## src/hdl/csv_field_tokenizer_assert.svh

```systemverilog
// Assertion macros for the CSV field tokenizer.
`ifndef CSV_FIELD_TOKENIZER_ASSERT_SVH
`define CSV_FIELD_TOKENIZER_ASSERT_SVH

`ifndef ASSERT_OFF
// Check that a property holds at every rising edge outside reset.
`define CSVT_ASSERT(label, clk, rst, prop) \
  label: assert property (@(posedge clk) disable iff (rst) (prop)) \
    else $error("csv_field_tokenizer: assertion failed");
// Check that a condition never holds outside reset.
`define CSVT_ASSERT_NEVER(label, clk, rst, cond) \
  label: assert property (@(posedge clk) disable iff (rst) !(cond)) \
    else $error("csv_field_tokenizer: forbidden condition seen");
`else
`define CSVT_ASSERT(label, clk, rst, prop)
`define CSVT_ASSERT_NEVER(label, clk, rst, cond)
`endif

`endif

```

## src/hdl/csvt_pkg.sv

```systemverilog
// Shared types and constants of the CSV field tokenizer.
`timescale 1ns / 1ps
package csvt_pkg;

  localparam logic [7:0] CH_QUOTE = 8'h22;
  localparam logic [7:0] CH_COMMA = 8'h2C;
  localparam logic [7:0] CH_CR    = 8'h0D;
  localparam logic [7:0] CH_LF    = 8'h0A;
  localparam logic [7:0] CH_SPACE = 8'h20;
  localparam logic [7:0] CH_TAB   = 8'h09;

  localparam logic [1:0] KIND_DATA  = 2'd0;
  localparam logic [1:0] KIND_COMMA = 2'd1;
  localparam logic [1:0] KIND_LINE  = 2'd2;
  localparam logic [1:0] KIND_EOT   = 2'd3;

  // paddr[2] selects the register word
  localparam logic REG_MAX_FIELD_BYTES = 1'b0;

  typedef enum logic [2:0] {
    MODE_LINE_START,
    MODE_FIELD_START,
    MODE_QUOTED,
    MODE_QUOTE_PENDING,
    MODE_UNQUOTED,
    MODE_SKIP_LF
  } mode_t;

  typedef enum logic [1:0] {
    ST_IDLE,
    ST_FLUSH,
    ST_BYTE
  } state_t;

  typedef struct packed {
    logic [7:0] field_byte;
    logic [1:0] kind;
    logic       run_last;
  } res_t;

  typedef struct packed {
    logic accept;
    logic flush_push;
    logic byte_push;
  } cmd_t;

  typedef struct packed {
    logic emit_one;
    logic flush_needed;
    logic flush_last;
  } stat_t;

endpackage

```

## src/hdl/csv_field_tokenizer.sv

```systemverilog
// Top level of the CSV field tokenizer: controller, datapath, output queue, APB register.
//
//  channel | dir | handshake          | payload
//  --------+-----+--------------------+-----------------------------------------------
//  s_*     | in  | s_tvalid/s_tready  | tdata text_byte[7:0]; tuser end_of_text
//  m_*     | out | m_tvalid/m_tready  | tdata field_byte[7:0]; tuser kind[1:0]; tlast run_last
//  apb     | in  | psel/penable       | register 0 max_field_bytes[5:0] at byte address 0
//
// A word with at most one result is pushed as it is taken; one that flushes n held blanks
// starts the flush sequencer: it pushes the blanks, then the byte, one a cycle unless full.
// Reset (rst, synchronous) returns to line start with empty counters and an empty queue;
// max_field_bytes returns to MAX_FIELD_BYTES, capped at 63.
// A two-word output queue parts the streams: input is taken while a result waits. A full
// queue stalls the input side, and so does a running flush until its last word is pushed.
`timescale 1ns / 1ps
`include "csv_field_tokenizer_assert.svh"
module csv_field_tokenizer #(
  parameter int unsigned MAX_FIELD_BYTES = 63
) (
  input  logic        clk,
  input  logic        rst,
  // text stream
  input  logic        s_tvalid,
  output logic        s_tready,
  input  logic [7:0]  s_tdata,   // [7:0] text_byte
  input  logic [0:0]  s_tuser,   // [0] end_of_text
  // field stream
  output logic        m_tvalid,
  input  logic        m_tready,
  output logic [7:0]  m_tdata,   // [7:0] field_byte
  output logic [1:0]  m_tuser,   // [1:0] kind
  output logic        m_tlast,
  // configuration
  input  logic        psel,
  input  logic        penable,
  input  logic        pwrite,
  input  logic [2:0]  paddr,
  input  logic [31:0] pwdata,
  output logic [31:0] prdata,
  output logic        pready
);

  // the field count register holds six bits, so cap the reset value there
  localparam logic [5:0] RESET_MAX =
    (MAX_FIELD_BYTES > 63) ? 6'd63 : MAX_FIELD_BYTES[5:0];

  csvt_pkg::cmd_t  cmd;
  csvt_pkg::stat_t stat;
  csvt_pkg::res_t  push_data;
  csvt_pkg::res_t  m_word;
  logic            push;
  logic            fifo_full;
  logic            cfg_we;
  logic [5:0]      max_field_bytes;

  assign pready = 1'b1;
  assign cfg_we = psel && penable && pwrite && pready &&
                  (paddr[2] == csvt_pkg::REG_MAX_FIELD_BYTES);
  assign prdata = (paddr[2] == csvt_pkg::REG_MAX_FIELD_BYTES) ?
                  {26'd0, max_field_bytes} : 32'd0;

  csvt_ctrl u_ctrl (
    .clk       (clk),
    .rst       (rst),
    .s_tvalid  (s_tvalid),
    .s_tready  (s_tready),
    .fifo_full (fifo_full),
    .stat      (stat),
    .cmd       (cmd)
  );

  csvt_datapath #(
    .RESET_MAX (RESET_MAX)
  ) u_datapath (
    .clk             (clk),
    .rst             (rst),
    .text_byte       (s_tdata),
    .end_of_text     (s_tuser[0]),
    .cmd             (cmd),
    .stat            (stat),
    .cfg_we          (cfg_we),
    .cfg_data        (pwdata[5:0]),
    .max_field_bytes (max_field_bytes),
    .push            (push),
    .push_data       (push_data)
  );

  csvt_out_fifo u_out_fifo (
    .clk       (clk),
    .rst       (rst),
    .push      (push),
    .push_data (push_data),
    .full      (fifo_full),
    .m_tvalid  (m_tvalid),
    .m_tready  (m_tready),
    .m_word    (m_word)
  );

  assign m_tdata = m_word.field_byte;
  assign m_tuser = m_word.kind;
  assign m_tlast = m_word.run_last;

  // a new text word never lands while a flush is still being pushed
  `CSVT_ASSERT_NEVER(a_accept_during_flush, clk, rst, cmd.accept && (cmd.flush_push || cmd.byte_push))
  // a single-result word leaves a word ready on the result side
  `CSVT_ASSERT(a_emit_one_shows, clk, rst, (cmd.accept && stat.emit_one) |=> m_tvalid)
  // the byte closing a flush always reaches the queue
  `CSVT_ASSERT(a_flush_byte_shows, clk, rst, cmd.byte_push |=> m_tvalid)

endmodule

```

## src/hdl/csvt_out_fifo.sv

```systemverilog
// Two-word output queue between the tokenizer datapath and the result stream.
`timescale 1ns / 1ps
module csvt_out_fifo (
  input  logic            clk,
  input  logic            rst,
  input  logic            push,
  input  csvt_pkg::res_t  push_data,
  output logic            full,
  output logic            m_tvalid,
  input  logic            m_tready,
  output csvt_pkg::res_t  m_word
);

  csvt_pkg::res_t entries [2];
  logic           head;
  logic           tail;
  logic [1:0]     count;
  logic           pop;

  assign pop      = m_tvalid && m_tready;
  assign m_tvalid = (count != 2'd0);
  assign full     = (count == 2'd2);
  assign m_word   = entries[head];

  always_ff @(posedge clk) begin
    if (push) begin
      entries[tail] <= push_data;
    end
  end

  always_ff @(posedge clk) begin
    if (rst) begin
      head  <= 1'b0;
      tail  <= 1'b0;
      count <= 2'd0;
    end else begin
      if (push) begin
        tail <= ~tail;
      end
      if (pop) begin
        head <= ~head;
      end
      if (push && !pop) begin
        count <= count + 2'd1;
      end else if (pop && !push) begin
        count <= count - 2'd1;
      end
    end
  end

endmodule

```

## src/hdl/csvt_ctrl.sv

```systemverilog
// Sequencing controller: accepts text words and steps through blank flushes.
`timescale 1ns / 1ps
module csvt_ctrl (
  input  logic            clk,
  input  logic            rst,
  input  logic            s_tvalid,
  output logic            s_tready,
  input  logic            fifo_full,
  input  csvt_pkg::stat_t stat,
  output csvt_pkg::cmd_t  cmd
);

  csvt_pkg::state_t state;
  csvt_pkg::state_t state_next;

  always_ff @(posedge clk) begin
    if (rst) begin
      state <= csvt_pkg::ST_IDLE;
    end else begin
      state <= state_next;
    end
  end

  always_comb begin
    state_next = state;
    case (state)
      csvt_pkg::ST_IDLE: begin
        if (s_tvalid && !fifo_full && stat.flush_needed) begin
          state_next = csvt_pkg::ST_FLUSH;
        end
      end
      csvt_pkg::ST_FLUSH: begin
        if (!fifo_full && stat.flush_last) begin
          state_next = csvt_pkg::ST_BYTE;
        end
      end
      csvt_pkg::ST_BYTE: begin
        if (!fifo_full) begin
          state_next = csvt_pkg::ST_IDLE;
        end
      end
      default: state_next = csvt_pkg::ST_IDLE;
    endcase
  end

  always_comb begin
    s_tready       = 1'b0;
    cmd.accept     = 1'b0;
    cmd.flush_push = 1'b0;
    cmd.byte_push  = 1'b0;
    case (state)
      csvt_pkg::ST_IDLE: begin
        s_tready   = !fifo_full;
        cmd.accept = s_tvalid && !fifo_full;
      end
      csvt_pkg::ST_FLUSH: cmd.flush_push = !fifo_full;
      csvt_pkg::ST_BYTE:  cmd.byte_push  = !fifo_full;
      default: ;
    endcase
  end

endmodule

```

## src/hdl/csvt_datapath.sv

```systemverilog
// Tokenizer datapath: parse mode, field counters, held blanks and result mux.
`timescale 1ns / 1ps
module csvt_datapath #(
  parameter logic [5:0] RESET_MAX = 6'd63
) (
  input  logic            clk,
  input  logic            rst,
  input  logic [7:0]      text_byte,
  input  logic            end_of_text,
  input  csvt_pkg::cmd_t  cmd,
  output csvt_pkg::stat_t stat,
  input  logic            cfg_we,
  input  logic [5:0]      cfg_data,
  output logic [5:0]      max_field_bytes,
  output logic            push,
  output csvt_pkg::res_t  push_data
);

  csvt_pkg::mode_t mode;
  logic [5:0]      stored_count;
  logic [5:0]      held_blanks;
  logic [63:0]     blank_bytes;
  logic            content_started;
  logic [5:0]      flush_idx;
  logic [7:0]      pending_byte;

  csvt_pkg::mode_t mode_next;
  logic [5:0]      stored_count_next;
  logic [5:0]      held_blanks_next;
  logic [63:0]     blank_bytes_next;
  logic            content_started_next;

  logic            act_end;
  logic [1:0]      act_kind;
  logic            act_keep;
  logic            act_clear;
  logic            is_blank;
  logic            keep_ok;
  logic            keep_content;

  // decode one text word against the current parse mode
  always_comb begin
    act_end   = 1'b0;
    act_kind  = csvt_pkg::KIND_DATA;
    act_keep  = 1'b0;
    act_clear = 1'b0;
    mode_next = mode;
    if (end_of_text) begin
      act_end   = (mode != csvt_pkg::MODE_LINE_START) && (mode != csvt_pkg::MODE_SKIP_LF);
      act_kind  = csvt_pkg::KIND_EOT;
      act_clear = 1'b1;
      mode_next = csvt_pkg::MODE_LINE_START;
    end else begin
      case (mode)
        csvt_pkg::MODE_LINE_START, csvt_pkg::MODE_FIELD_START,
        csvt_pkg::MODE_QUOTE_PENDING, csvt_pkg::MODE_UNQUOTED: begin
          if (text_byte == csvt_pkg::CH_QUOTE &&
              (mode == csvt_pkg::MODE_LINE_START || mode == csvt_pkg::MODE_FIELD_START)) begin
            mode_next = csvt_pkg::MODE_QUOTED;
          end else if (text_byte == csvt_pkg::CH_QUOTE &&
                       mode == csvt_pkg::MODE_QUOTE_PENDING) begin
            act_keep  = 1'b1;
            mode_next = csvt_pkg::MODE_QUOTED;
          end else if (text_byte == csvt_pkg::CH_COMMA) begin
            act_end   = 1'b1;
            act_kind  = csvt_pkg::KIND_COMMA;
            act_clear = 1'b1;
            mode_next = csvt_pkg::MODE_FIELD_START;
          end else if (text_byte == csvt_pkg::CH_CR) begin
            act_end   = 1'b1;
            act_kind  = csvt_pkg::KIND_LINE;
            act_clear = 1'b1;
            mode_next = csvt_pkg::MODE_SKIP_LF;
          end else if (text_byte == csvt_pkg::CH_LF) begin
            act_end   = 1'b1;
            act_kind  = csvt_pkg::KIND_LINE;
            act_clear = 1'b1;
            mode_next = csvt_pkg::MODE_LINE_START;
          end else begin
            act_keep  = 1'b1;
            mode_next = csvt_pkg::MODE_UNQUOTED;
          end
        end
        csvt_pkg::MODE_QUOTED: begin
          if (text_byte == csvt_pkg::CH_QUOTE) begin
            mode_next = csvt_pkg::MODE_QUOTE_PENDING;
          end else begin
            act_keep = 1'b1;
          end
        end
        csvt_pkg::MODE_SKIP_LF: begin
          if (text_byte == csvt_pkg::CH_LF) begin
            mode_next = csvt_pkg::MODE_LINE_START;
          end
        end
        default: begin
          act_clear = 1'b1;
          mode_next = csvt_pkg::MODE_LINE_START;
        end
      endcase
    end
  end

  assign is_blank     = (text_byte == csvt_pkg::CH_SPACE) || (text_byte == csvt_pkg::CH_TAB);
  assign keep_ok      = act_keep && (stored_count < max_field_bytes);
  assign keep_content = keep_ok && !is_blank;

  assign stat.emit_one     = act_end || (keep_content && held_blanks == 6'd0);
  assign stat.flush_needed = keep_content && held_blanks != 6'd0;
  assign stat.flush_last   = (flush_idx == held_blanks - 6'd1);

  // field bookkeeping on an accepted word; held blanks stay until flushed or the field ends
  always_comb begin
    stored_count_next    = stored_count;
    held_blanks_next     = held_blanks;
    blank_bytes_next     = blank_bytes;
    content_started_next = content_started;
    if (act_clear) begin
      stored_count_next    = 6'd0;
      held_blanks_next     = 6'd0;
      blank_bytes_next     = 64'd0;
      content_started_next = 1'b0;
    end else if (keep_ok) begin
      stored_count_next = stored_count + 6'd1;
      if (is_blank) begin
        if (content_started) begin
          blank_bytes_next[held_blanks] = (text_byte == csvt_pkg::CH_TAB);
          held_blanks_next              = held_blanks + 6'd1;
        end
      end else begin
        content_started_next = 1'b1;
      end
    end
  end

  assign push = (cmd.accept && stat.emit_one) || cmd.flush_push || cmd.byte_push;

  always_comb begin
    if (cmd.flush_push) begin
      push_data.field_byte = blank_bytes[flush_idx] ? csvt_pkg::CH_TAB : csvt_pkg::CH_SPACE;
      push_data.kind       = csvt_pkg::KIND_DATA;
      push_data.run_last   = 1'b0;
    end else if (cmd.byte_push) begin
      push_data.field_byte = pending_byte;
      push_data.kind       = csvt_pkg::KIND_DATA;
      push_data.run_last   = 1'b1;
    end else if (act_end) begin
      push_data.field_byte = 8'd0;
      push_data.kind       = act_kind;
      push_data.run_last   = 1'b1;
    end else begin
      push_data.field_byte = text_byte;
      push_data.kind       = csvt_pkg::KIND_DATA;
      push_data.run_last   = 1'b1;
    end
  end

  always_ff @(posedge clk) begin
    if (cmd.accept) begin
      pending_byte <= text_byte;
    end
  end

  always_ff @(posedge clk) begin
    if (rst) begin
      mode            <= csvt_pkg::MODE_LINE_START;
      stored_count    <= 6'd0;
      held_blanks     <= 6'd0;
      blank_bytes     <= 64'd0;
      content_started <= 1'b0;
      flush_idx       <= 6'd0;
      max_field_bytes <= RESET_MAX;
    end else begin
      if (cfg_we) begin
        max_field_bytes <= cfg_data;
      end
      if (cmd.accept) begin
        mode            <= mode_next;
        stored_count    <= stored_count_next;
        held_blanks     <= held_blanks_next;
        blank_bytes     <= blank_bytes_next;
        content_started <= content_started_next;
      end
      if (cmd.flush_push) begin
        flush_idx <= flush_idx + 6'd1;
      end
      if (cmd.byte_push) begin
        flush_idx   <= 6'd0;
        held_blanks <= 6'd0;
        blank_bytes <= 64'd0;
      end
    end
  end

endmodule

```

## config.mk

```make
export PLATFORM = sky130hd
export DESIGN_NAME = csv_field_tokenizer
export DESIGN_NICKNAME = d
export VERILOG_FILES = /design/src/hdl/csvt_pkg.sv /design/src/hdl/csv_field_tokenizer.sv /design/src/hdl/csvt_out_fifo.sv /design/src/hdl/csvt_ctrl.sv /design/src/hdl/csvt_datapath.sv
export VERILOG_INCLUDE_DIRS = /design/src /design/src/hdl
export SDC_FILE = /design/constraint.sdc
export NUM_CORES = 1
export LEC_CHECK = 0
export ABC_AREA = 1
export BUFFER_PORTS_ARGS = -buffer_cell sky130_fd_sc_hd__buf_4
export CORE_MARGIN = 2
export CORE_UTILIZATION = 31
export CTS_CLUSTER_DIAMETER = 100
export DETAILED_ROUTE_END_ITERATION = 10
export GPL_ROUTABILITY_DRIVEN = 0
export GPL_TIMING_DRIVEN = 0
export SKIP_CTS_REPAIR_TIMING = 1
export SYNTH_ARGS = -nofsm -noshare
export SYNTH_HDL_FRONTEND = slang
export SYNTH_HIERARCHICAL = 1
export SYNTH_SLANG_ARGS = --single-unit
```

## constraint.sdc

```tcl
create_clock -name clk -period 2.7 [get_ports clk]
set_clock_uncertainty 0.15 [all_clocks]
set_input_delay 0.27 -clock clk [delete_from_list [all_inputs] [get_ports clk]]
set_output_delay 0.27 -clock clk [all_outputs]
set_load 0.1 [all_outputs]
```

==> results by group <==
Cells and area
  – Post-route cell area: 0.01047 mm²
  – Layout area overhead: 20.44%
  – Antenna cell count: 0
  – Seq. cell area: 0.002883 mm²
  – Filler cells: 2,876
  – Share of cells above drive strength 1: 0.2939
  – Final core utilization: 0.3779
  – Final #Nets: approximately 1.3k
  – Multi-input logic area: a little under 0.005 mm²

Clock network
  – Clock Sinks: 129
  – CTS H-Tree Depth: 4
  – Clk Latency, worst-skew pair: 0.42 ns
  – CTS root buf: clkbuf_16
  – CTS tree: built
  – CTS max path bufs: 2
  – Clk slew on worst S/H paths: 0.06 ns
  – Inserted Clock Buffers: 17

Die
  – Die width: between 150 and 200 µm
  – Starting density of the core: 0.3137
  – Die height: 171.5 µm
  – Top Ports: between 90 and 100
  – Row Count: 61
  – Core ar.: 0.02771 mm²
  – Full die area: 0.02940 mm²

Flow run
  – Max-Cap Viols: 0

Place
  – Pre-CTS setup slack: -0.5200 ns
  – Post-DP Area: 0.009567 mm²
  – Port bufs: 41
  – DP HPWL: 18.04 mm

STA
  – Worst setup margin: between 0.1 and 0.15 ns
  – Worst Max-Slew Pin Slew: 0.8832 ns
  – Tmin final: 2.581 ns
  – Fin. max-slew vios: 0
  – Setup TNS: 0 ns
  – Worst slew margin: 0.4112
  – Final hold violation count: 2
  – Fin crit share: 0.9559
  – Hold WS: -0.01547 ns
  – Final setup fails: 0
  – F_max: 387.5 MHz

Drt
  – Vias per cell: just over 5
  – Drt wl/cell: around 16 µm
  – ANT nets after route: 0
  – Residual DRC: 0
  – Drt first-iter violations: 594
  – Drt pass-1 iters: 7
  – Post-Route WL: 26.32 mm
  – Via count: 8,196

Worst setup path
  – Crit-path max cell delay: 0.34 ns
  – Buffers plus inverters on the worst setup path: 3
  – Worst Path Arrival: 2.59 ns
  – Crit path required time: 2.71 ns
  – CP cell instances: clkbuf_2 > inv_1 > clkbuf_2 > o21ai_0 > o211ai_1 > nand3_1 > nand4_1 > nand3_1 > nand2_1 > nand2_1 > nand2_1
  – Crit path max-delay cell type: dfxtp_1
  – Most used cell, CP: nand2_1
  – Top cell family by delay on the critical path: simple AND/OR/NAND/NOR gates
  – Crit path capture type: flop
  – Critical Path Start Type: flop
  – Crit Path Max Fanout: 10
  – Critical path type: flop to flop

Global routing
  – GR Util met3: 0.04142
  – GR Util met1: 0.2246
  – Global-route wire length before repair: 40.21 mm
  – Met2 Use GR: 0.2935
  – Antenna violations before repair: 0
  – Largest net degree at the start of global routing: 17
  – Total gr overflow: 0
  – Global Route Usage Sum: 0.1765
  – Most Crowded Layer GR: met2
  – Number of global-route vias before repair: roughly 7.4k

Synthesis
  – Netlist cell types: 43
  – Mapped cell area: 0.008692 mm²
  – Synth Register Bits: 129
  – Syn Area/Cell: 7.706 µm²
  – Post-Synthesis Cells: 1,128
  – Sequential area share after synthesis: 0.3317
  – Synth warn: 6

Status
  – Status: finished, violations left
  – Failing checks: negative hold slack

Power
  – Peak VDD IR: 0.4100 mV
  – Leakage power: 3.783 nW
  – Pwr dens: 602.1 mW/mm²

Min path
  – Worst min path class: primary input to flop
[cell usage after synthesis (all sizes together)]
library cell | count | area share
nand3b | 1 | 0.00086
xnor2 | 5 | 0.0050
o221ai | 1 | 0.0010
clkinv | 2 | 0.00086
a31oi | 3 | 0.0022
nor2 | 169 | 0.079
a21oi | 108 | 0.088
dfxtp | 99 | 0.23
nor3b | 1 | 0.00086
o21ai | 115 | 0.067
a211oi | 1 | 0.00086
ha | 10 | 0.014
o22ai | 9 | 0.0065
conb | 2 | 0.00086
o31ai | 4 | 0.0035
inv | 86 | 0.038
o211ai | 8 | 0.0069
clkbuf | 42 | 0.018
mux2 | 11 | 0.019
edfxtp | 30 | 0.10
nor3 | 16 | 0.0092
a2111oi | 1 | 0.0010
nand4 | 7 | 0.0050
nand2 | 172 | 0.080
nand3 | 158 | 0.15
xor2 | 5 | 0.0050
buf | 62 | 0.066
[cells by family after synthesis]
logic type	share of synthesized area
fa+ha+maj	0.01439
mux	0.01857
other cells	0.0008640
buf+inv	0.1225
compound gates	0.1762
flops	0.3317
xor+xnor	0.01008
simple gates	0.3258
[worst register-to-register path, stage by stage, from the launching register on]
cell      delay [ns]
dfxtp_1         0.34
clkbuf_2        0.27
inv_1           0.14
clkbuf_2        0.25
o21ai_0         0.24
o211ai_1        0.13
nand3_1         0.21
nand4_1         0.13
nand3_1         0.17
nand2_1         0.09
nand2_1         0.09
nand2_1         0.10
[sequential cells by signal (all words and copies together) (netlist names), named ones only]
signal,cells
u_out_fifo/head,1
u_datapath/mode,3
u_datapath/stored_count,6
u_datapath/content_started,1
u_datapath/flush_idx,6
u_ctrl/state,2
u_out_fifo/entries,22
u_out_fifo/count,2
u_datapath/blank_bytes,64
u_out_fifo/tail,1
u_datapath/pending_byte,8
u_datapath/held_blanks,6
u_datapath/max_field_bytes,6
[metal layers]
metal / up-vias / part of all wire
met5: - / 0
met4: 0 / 0.026
met3: 55 / 0.077
met2: 365 / 0.47
met1: 3846 / 0.43
li1: 3930 / -
[layout by cell type, fill, tap and decap left out, drive strengths merged, types with 10 or more instances in the layout]
cell / n
inv: 88
clkbuf: 59
nand2: 172
nor3: 16
mux2: 11
dlygate4sd3: 15
conb: 27
ha: 10
buf: 104
o21ai: 115
edfxtp: 30
a21oi: 108
nand3: 158
nor2: 169
dfxtp: 99
[where the power goes]
group	leakage, nW	switching [mW]	internal (mW)
sequential	1.08	0.0339	2.06
clock	0.325	0.953	1.75
combinational	2.38	1.09	0.424
[path summary, 6_finish.rpt]
| path | startpoint | endpoint | slack (ns) | depth (start not counted) |
|---|---|---|---|---|
| min reg2reg | u_datapath/blank_bytes[60] | u_datapath/blank_bytes[60] | 0.31 | 2 |
| max | u_datapath/flush_idx[0] | u_out_fifo/entries[0][3] | 0.12 | 11 |
| max reg2reg | u_datapath/flush_idx[0] | u_out_fifo/entries[0][3] | 0.12 | 11 |
| min | m_tready | u_out_fifo/head | -0.02 | 3 |
[stage by stage]
| stage | std cells | total power [mW] |
|---|---|---|
| final | 1620 | 6.303 |
| after global routing | 1620 | 6.531 |
| after detailed placement | 1572 | 3.612 |
| after floorplan | 1153 | 3.357 |
| after CTS | 1604 | 6.310 |
| after global placement | 1572 | 3.600 |
[cell type report]
cell class	count	area share
Multi-Input combinational cell	832	0.4659
Clock inverter	15	0.02450
Clock buffer	17	0.04064
Buffer	104	0.07123
Timing Repair Buffer	57	0.04446
Sequential cell	129	0.2754
Inverter	88	0.03275
Tap cell	378	0.04518
No activity file was read; power rests on OpenSTA's default activity.
